### src/sv/spba_pkg.sv
`default_nettype none
// ----------------------------------------------------------------------------
// spba_pkg
// Shared types and constants for the swap page bitmap allocator.
// ----------------------------------------------------------------------------
package spba_pkg;

   localparam int PAGE_W     = 16;
   localparam int SLOT_W     = 10;   // slot index of a page number
   localparam int BIT_W      = 6;    // page within a slot
   localparam int LINK_W     = 11;   // free-list link / slot count
   localparam int WORD_W     = 64;   // occupancy word
   localparam int PAGE_LIMIT_SLOTS = 1024;

   localparam logic [LINK_W-1:0] SLOTS_RESET = 11'd1024;

   typedef enum logic [1:0] {
      STAT_OK          = 2'd0,
      STAT_NO_FREE     = 2'd1,
      STAT_NOT_ALLOC   = 2'd2,
      STAT_OUT_OF_RANGE = 2'd3
   } status_type;

   typedef enum logic {
      CMD_ALLOC = 1'b0,
      CMD_FREE  = 1'b1
   } command_type;

   typedef enum logic {
      ST_IDLE = 1'b0,
      ST_EXEC = 1'b1
   } state_type;

   // controller -> datapath
   typedef struct packed {
      logic issue;      // request word taken, launch memory read
      logic commit;     // apply update and load result register
      logic cfg_write;  // slot count written, reinitialize
   } dp_cmd_type;

   // lowest clear bit; 63 when bits 0..62 are all set
   function automatic logic [BIT_W-1:0] first_zero(input logic [WORD_W-1:0] w);
      logic [BIT_W-1:0] r;
      r = BIT_W'(WORD_W - 1);
      for (int i = WORD_W - 2; i >= 0; i--) begin
         if (!w[i]) r = BIT_W'(i);
      end
      return r;
   endfunction

endpackage
`default_nettype wire

### src/sv/spba_ctrl.sv
`default_nettype none
// ----------------------------------------------------------------------------
// spba_ctrl
// Two-state sequencer: take a csr write or accept a request, then commit the
// request once the result register is free.
// ----------------------------------------------------------------------------
module spba_ctrl
   import spba_pkg::*;
(
   input  wire        clock,
   input  wire        reset,
   input  wire        req_valid,
   output logic       req_stall,
   output logic       rsp_valid,
   input  wire        rsp_stall,
   input  wire        csr_valid,
   output logic       csr_ready,
   output dp_cmd_type cmd
);

   state_type state_ff, state_in;
   logic      rsp_valid_ff, rsp_valid_in;
   logic      out_free;

   // result register can take a new word this cycle
   assign out_free = !(rsp_valid_ff && rsp_stall);

   always_comb begin
      state_in = state_ff;
      unique case (state_ff)
         ST_IDLE: begin
            if (req_valid && !csr_valid) state_in = ST_EXEC;
         end
         ST_EXEC: begin
            if (out_free) state_in = ST_IDLE;
         end
         default: state_in = ST_IDLE;
      endcase
   end

   // a pending csr write goes first; the request is stalled while it is taken
   always_comb begin
      req_stall     = 1'b1;
      csr_ready     = 1'b0;
      cmd.issue     = 1'b0;
      cmd.commit    = 1'b0;
      cmd.cfg_write = 1'b0;
      unique case (state_ff)
         ST_IDLE: begin
            req_stall     = csr_valid;
            csr_ready     = 1'b1;
            cmd.issue     = req_valid && !csr_valid;
            cmd.cfg_write = csr_valid;
         end
         ST_EXEC: begin
            cmd.commit = out_free;
         end
         default: ;
      endcase
   end

   always_comb begin
      rsp_valid_in = rsp_valid_ff;
      if (cmd.commit)        rsp_valid_in = 1'b1;
      else if (!rsp_stall)   rsp_valid_in = 1'b0;
   end

   always_ff @(posedge clock) begin
      if (reset) begin
         state_ff     <= ST_IDLE;
         rsp_valid_ff <= 1'b0;
      end else begin
         state_ff     <= state_in;
         rsp_valid_ff <= rsp_valid_in;
      end
   end

   assign rsp_valid = rsp_valid_ff;

   a_commit_shows: assert property (@(posedge clock) disable iff (reset)
      cmd.commit |=> rsp_valid_ff)
      else $error("committed word not presented");

   a_hold_when_blocked: assert property (@(posedge clock) disable iff (reset)
      (state_ff == ST_EXEC && rsp_valid_ff && rsp_stall) |=> state_ff == ST_EXEC)
      else $error("left execute while result register full");

   a_issue_to_exec: assert property (@(posedge clock) disable iff (reset)
      cmd.issue |=> state_ff == ST_EXEC)
      else $error("accepted request word not executed");

endmodule
`default_nettype wire

### config.mk
export PLATFORM = sky130hd
export DESIGN_NAME = spba_ctrl
export DESIGN_NICKNAME = d
export VERILOG_FILES = /design/src/sv/spba_pkg.sv /design/src/sv/spba_ctrl.sv
export SDC_FILE = /design/constraint.sdc
export NUM_CORES = 1
export LEC_CHECK = 0
export BUFFER_PORTS_ARGS = -buffer_cell sky130_fd_sc_hd__buf_2
export CAP_MARGIN = 20
export CELL_PAD_IN_SITES_DETAIL_PLACEMENT = 0
export CELL_PAD_IN_SITES_GLOBAL_PLACEMENT = 2
export CORE_AREA = 5 5 42 44
export DETAILED_ROUTE_END_ITERATION = 10
export DIE_AREA = 0 0 47 49
export MAX_ROUTING_LAYER = met4
export PLACE_DENSITY_LB_ADDON = 0.2
export SKIP_LAST_GASP = 1
export SYNTH_ARGS = -nofsm -noshare
export SYNTH_HDL_FRONTEND = slang
export SYNTH_SLANG_ARGS = --single-unit
export TNS_END_PERCENT = 100
### constraint.sdc
create_clock -name clock -period 1.3 [get_ports clock]
set_input_delay 0.195 -clock clock [delete_from_list [all_inputs] [get_ports clock]]
set_output_delay 0.195 -clock clock [all_outputs]
set_load 0.01 [all_outputs]
Yosys cells after proc, flatten, opt, wreduce, memory -nomap -nowiden
Index checks and enable logic that the tools add are counted.
W data, S select, Z words.
Operators by class
  reductions and logical operators: 4
  multiplexer cells: 10
  eq/ne operators: 1
  bitwise gates (word level): 1
Operators with widths (number)
  $mux W1: 9
  $logic_and A1 B1 Y1: 2
  $logic_not A1 Y1: 2
  $ne A2 B1 Y1 const B: 1
  $pmux W1 S2: 1
  $not A1 Y1: 1
Word-level totals
  bits of input ports: 5
  output and inout bits: 6
  register bits after elaboration: 2

Logic depth before layout (Yosys ltp)
Gate-level depths: netlist of run 1.
  depth after elaboration: 4
  depth in mapped cells: 3
  mapped depth without buffers: 2

Worst setup path before layout of run 1
Ideal clock, no wire load.
  path type: register to output
  from: register state_ff
  to: output cmd[1] (netlist bit)
  arrival: 0.706 ns
  stages on the path, launching flop included: 4
  slack: 0.399 ns
  cell sequence: dfxtp_1 inv_1 a21oi_1 buf_4
RTL lines
  from (decl): line spba_ctrl.sv:21  | state_type state_ff, state_in;
  from (signal assigned): line spba_ctrl.sv:73  | state_ff <= state_in;
  to (decl): line spba_ctrl.sv:18  | output dp_cmd_type cmd

==> results.sh, run 1 <==
export IMPL_setup_viol=0
export IMPL_fin_nets=31
export IMPL_final_cell_mix="buf_2, clkbuf_4, a21oi_1, dfxtp_1"
export IMPL_cp_end_kind="output pin"
export IMPL_cts_tree="built"
export IMPL_arrival_ps=980
export IMPL_relSlewSlack=0.885
export IMPL_cts_made_buffers=3
export IMPL_die_w_um=47
export IMPL_setup_tns_final_ps=0
export IMPL_cts_resized=0
export IMPL_initial_core_util=0.0777
export IMPL_dpl_cell_count=37
export IMPL_synth_net_count=17
export IMPL_netlist_instances=12
export IMPL_clk_latency_ps=230
export IMPL_synth_top_cell_area_share=0.368
export IMPL_fmax_mhz=851
export IMPL_p_leak_nw=0.107
export IMPL_critPathKind="reg2out"
export IMPL_die_area_um2=2300
export IMPL_dr_pass1_iters=2
export IMPL_grt_usage=0.0418
export IMPL_dpl_cell_area_um2=171
export IMPL_cts_setup_buffers=0
export IMPL_ir_drop_mv=0.436
export IMPL_first_iter_violations=1
export IMPL_diodes=0
export IMPL_root_buffer="clkbuf_4"
export IMPL_synth_seq_cells=2
export IMPL_synth_area_um2=109
export IMPL_drc=0
export IMPL_postCtsHoldBufs=0
export IMPL_wl_per_cell_um=8.40
export IMPL_layout_commonest_cell="buf_2"
export IMPL_grt_max_degree=7
export IMPL_wl_um=336
export IMPL_area_growth_pct=78.2
export IMPL_rsz0062_at_grt="no"
export IMPL_startpoint_type="register"
export IMPL_skew_ps=3.11
export IMPL_finalHoldViolCount=0
export IMPL_fin_crit_sh=0.904
export IMPL_fin_util=0.138
export IMPL_final_area_um2=194
export IMPL_pin_count=11
export IMPL_power_density_nw_per_um2=1230
export IMPL_clockBufferDepth=2
export IMPL_dp_hpwl_um=277
export IMPL_avgSynthCellArea_um2=9.07
export IMPL_cp_max_fo=6
export IMPL_num_vias=125
export IMPL_yosysUniqueCellTypes=10
export IMPL_fin_crit_ps=1170
export IMPL_design_core_area_um2=1400
export IMPL_rows=14
export IMPL_vias_per_cell=3.13
export IMPL_synthTopCellsByArea="dfxtp_1, nor3b_2, a21oi_1"
export IMPL_overflow=0
export IMPL_yosysTopAreaCell="dfxtp_1"
export IMPL_cts_max_level=1
export IMPL_cts_clk_slew_worst_paths_ps=30
export IMPL_outcome="finished clean"
export IMPL_cts_sinks=2
export IMPL_ant_nets=0
export IMPL_grt_pass1_vias=129
export IMPL_hold_class="in2reg"
export IMPL_antenna_found_initial=0
export IMPL_io_buffer_count=10
export IMPL_place_congestion=0.607
export IMPL_drv_cap=0
export IMPL_final_cells=40
export IMPL_grt_pass1_wl_um=572
export IMPL_drv_slew=0
export IMPL_die_h_um=49
export IMPL_tightest_slew_ps=172
export IMPL_ys_seq_area_frac=0.368
export IMPL_drive_gt1_frac=0.667
export IMPL_ys_warn_count=0
export IMPL_required_ps=1110
==> worst max-delay path, cell delays in order (launching register included) <==
cell     delay [ps]
dfxtp_1         390
and2b_2         230
buf_2           130
==> synthesized netlist by cell type <==
| master | instances |
|---|---|
| buf_4 | 1 |
| and3_1 | 1 |
| dfxtp_1 | 2 |
| or2_2 | 1 |
| nor3b_2 | 1 |
| o21ba_1 | 1 |
| a21oi_1 | 2 |
| and2b_2 | 1 |
| inv_1 | 1 |
| nor2_1 | 1 |
==> flip-flops by register name, indices dropped and copies added (netlist names) <==
register / count
state_ff: 1
rsp_valid: 1
==> final cells by class <==
cell class                      count  area, um2
Clock buffer                        3       22.5
Fill cell                         171       1210
Inverter                            1       3.75
Multi-Input combinational cell      8       57.6
Sequential cell                     2       40.0
Tap cell                           16       20.0
Timing Repair Buffer               10       50.0
==> kinds of logic after synthesis <==
logic type,Yosys count,share of synthesized area
AND/OR/NAND/NOR,5,0.345
AO/OA/AOI/OAI,3,0.184
flip-flops,2,0.368
buffers and inverters,2,0.103
==> power by group <==
part           internal [mW]  total [mW]  switching [mW]
logic                 0.0175      0.0326          0.0151
registers             0.0644      0.0672         0.00275
clock network          0.102       0.138          0.0362
total                  0.184       0.238          0.0540
==> through the flow <==
stage               worst slack (ps)  hold slack [ps]  power (mW)
floorplan                        399              267      0.0849
global placement                 366              369       0.101
detailed placement               362              377       0.102
CTS                              112              138       0.248
global route                    68.6              149       0.264
finish                           125              144       0.238
==> final timing paths <==
path	endpoint	startpoint	depth (start not counted)	slack [ps]
max	cmd[0]	state_ff	2	130
max reg2reg	state_ff	state_ff	2	510
min reg2reg	rsp_valid	rsp_valid	2	540
min	rsp_valid	reset	2	140
==> metal layers <==
layer | part of all wire | global-route usage | up-vias
li1 | - | - | 65
met1 | 0.37 | 0.0350 | 49
met3 | 0.24 | 0.0554 | 0
met5 | 0 | - | -
met2 | 0.40 | 0.0475 | 11
met4 | 0 | 0.0276 | 0
No activity file was read; power rests on OpenSTA's default activity.
==> run 2, diff against run 1 <==
--- a/config.mk
+++ b/config.mk
@@ -13,8 +13,9 @@
 export DETAILED_ROUTE_END_ITERATION = 10
 export DIE_AREA = 0 0 47 49
 export MAX_ROUTING_LAYER = met4
-export PLACE_DENSITY_LB_ADDON = 0.2
+export PLACE_DENSITY = 0.5
 export SKIP_LAST_GASP = 1
+export SLEW_MARGIN = 20
 export SYNTH_ARGS = -nofsm -noshare
 export SYNTH_HDL_FRONTEND = slang
 export SYNTH_SLANG_ARGS = --single-unit
==> run 2 against run 1 <==
Net effect: worst hold slack improved by 6.4 ps; combinational power rose by 3%; clock power barely moved; wire length rose by 4.8%; maximum frequency fell by 0.20%; die area did not move; critical path type unchanged; critical endpoint unchanged; largest power group unchanged.
==> results.sh, run 2 (same netlist as run 1, synthesis figures left out) <==
export IMPL_relSlewSlack=0.879
export IMPL_drc=0
export IMPL_wl_um=352
export IMPL_total_power_mw=0.236
export IMPL_wl_per_cell_um=8.80
export IMPL_outcome="finished clean"
export IMPL_pin_count=11
export IMPL_cts_sinks=2
export IMPL_setup_tns_final_ps=0
export IMPL_num_fill_cells=168
export IMPL_cts_setup_buffers=0
export IMPL_grt_pass1_vias=127
export IMPL_p_clk_frac=0.574
export IMPL_drv_slew=0
export IMPL_clockBufferDepth=2
export IMPL_design_core_area_um2=1400
export IMPL_rsz0062_at_grt="no"
export IMPL_overflow=0
export IMPL_place_congestion=0.733
export IMPL_drive_gt1_frac=0.667
export IMPL_arrival_ps=980
export IMPL_hold_class="in2reg"
export IMPL_ir_drop_mv=0.275
export IMPL_first_iter_violations=3
export IMPL_root_buffer="clkbuf_4"
export IMPL_num_vias=121
export IMPL_die_w_um=47
export IMPL_cts_max_level=1
export IMPL_switching_share=0.222
export IMPL_ant_nets=0
export IMPL_area_growth_pct=78.2
export IMPL_cts_resized=0
export IMPL_grt_usage=0.0360
export IMPL_dr_pass1_iters=2
export IMPL_fin_crit_ps=1180
export IMPL_final_cell_mix="buf_2, clkbuf_4, a21oi_1, dfxtp_1"
export IMPL_fin_crit_sh=0.906
export IMPL_grt_pass1_wl_um=476
export IMPL_p_comb_frac=0.142
export IMPL_tightest_slew_ps=182
export IMPL_power_density_nw_per_um2=1220
export IMPL_cts_made_buffers=3
export IMPL_fin_nets=31
export IMPL_die_area_um2=2300
export IMPL_rows=14
export IMPL_cts_clk_slew_worst_paths_ps=30
export IMPL_intPower_mw=0.184
export IMPL_drv_cap=0
export IMPL_required_ps=1110
export IMPL_fmax_mhz=849
export IMPL_cp_max_fo=6
export IMPL_vias_per_cell=3.03
export IMPL_startpoint_type="register"
export IMPL_cts_tree="built"
export IMPL_diodes=0
export IMPL_finalHoldViolCount=0
export IMPL_clk_latency_ps=220
export IMPL_skew_ps=1.00
export IMPL_cp_end_kind="output pin"
export IMPL_postCtsHoldBufs=0
export IMPL_p_seq_frac=0.284
export IMPL_p_sw_mw=0.0525
export IMPL_antenna_found_initial=0
export IMPL_grt_max_degree=7
export IMPL_die_h_um=49
export IMPL_layout_commonest_cell="buf_2"
export IMPL_initial_core_util=0.0777
export IMPL_p_leak_nw=0.107
export IMPL_io_buffer_count=10
export IMPL_critPathKind="reg2out"
export IMPL_setup_viol=0
run 2: cell counts in the layout (fill, tap and decap cells not counted):
Identical to the previous run, type by type.
run 2: critical path, cell delays in order, from the launching register on:
cell	delay [ps]
dfxtp_1	400
and2b_2	230
buf_2	130
run 2: path summary, 6_finish.rpt:
check | end | depth (start not counted) | slack [ps] | from
min reg2reg | rsp_valid | 2 | 520 | rsp_valid
min | rsp_valid | 2 | 150 | reset
max | cmd[0] | 2 | 120 | state_ff
max reg2reg | state_ff | 2 | 500 | state_ff
run 2: power by group through the flow:
stage	clock network [mW]	registers, mW	logic (mW)
finish	0.135	0.0671	0.0336
global route	0.147	0.0677	0.0366
CTS	0.147	0.0671	0.0338
detailed placement	0	0.0679	0.0337
global placement	0	0.0677	0.0332
floorplan	0	0.0680	0.0169
run 2: stage by stage:
step | cells | worst slack [ps] | instance area [um2] | util | hold WS (ps)
floorplan | 12 | 399 | 109 | - | 267
global placement | 37 | 364 | 171 | 0.122 | 367
detailed placement | 37 | 354 | 171 | 0.122 | 377
CTS | 40 | 109 | 194 | 0.138 | 136
global route | 40 | 59.7 | 194 | 0.138 | 150
finish | 40 | 123 | 194 | 0.138 | 151
run 2: metal layers:
layer / global-route usage / part of all wire
met1: 0.0481 / 0.53
met2: 0.0158 / 0.23
met3: 0.0443 / 0.24
met4: 0.0415 / 0
met5: - / 0
run 2: final cells by class:
type,count,area [um2],area share
clock buffers,3,22.5,0.116
inverters,1,3.75,0.0194
multi-input cells,8,57.6,0.297
flip-flops and latches,2,40.0,0.206
well taps,16,20.0,0.103
repair buffers,10,50.0,0.258
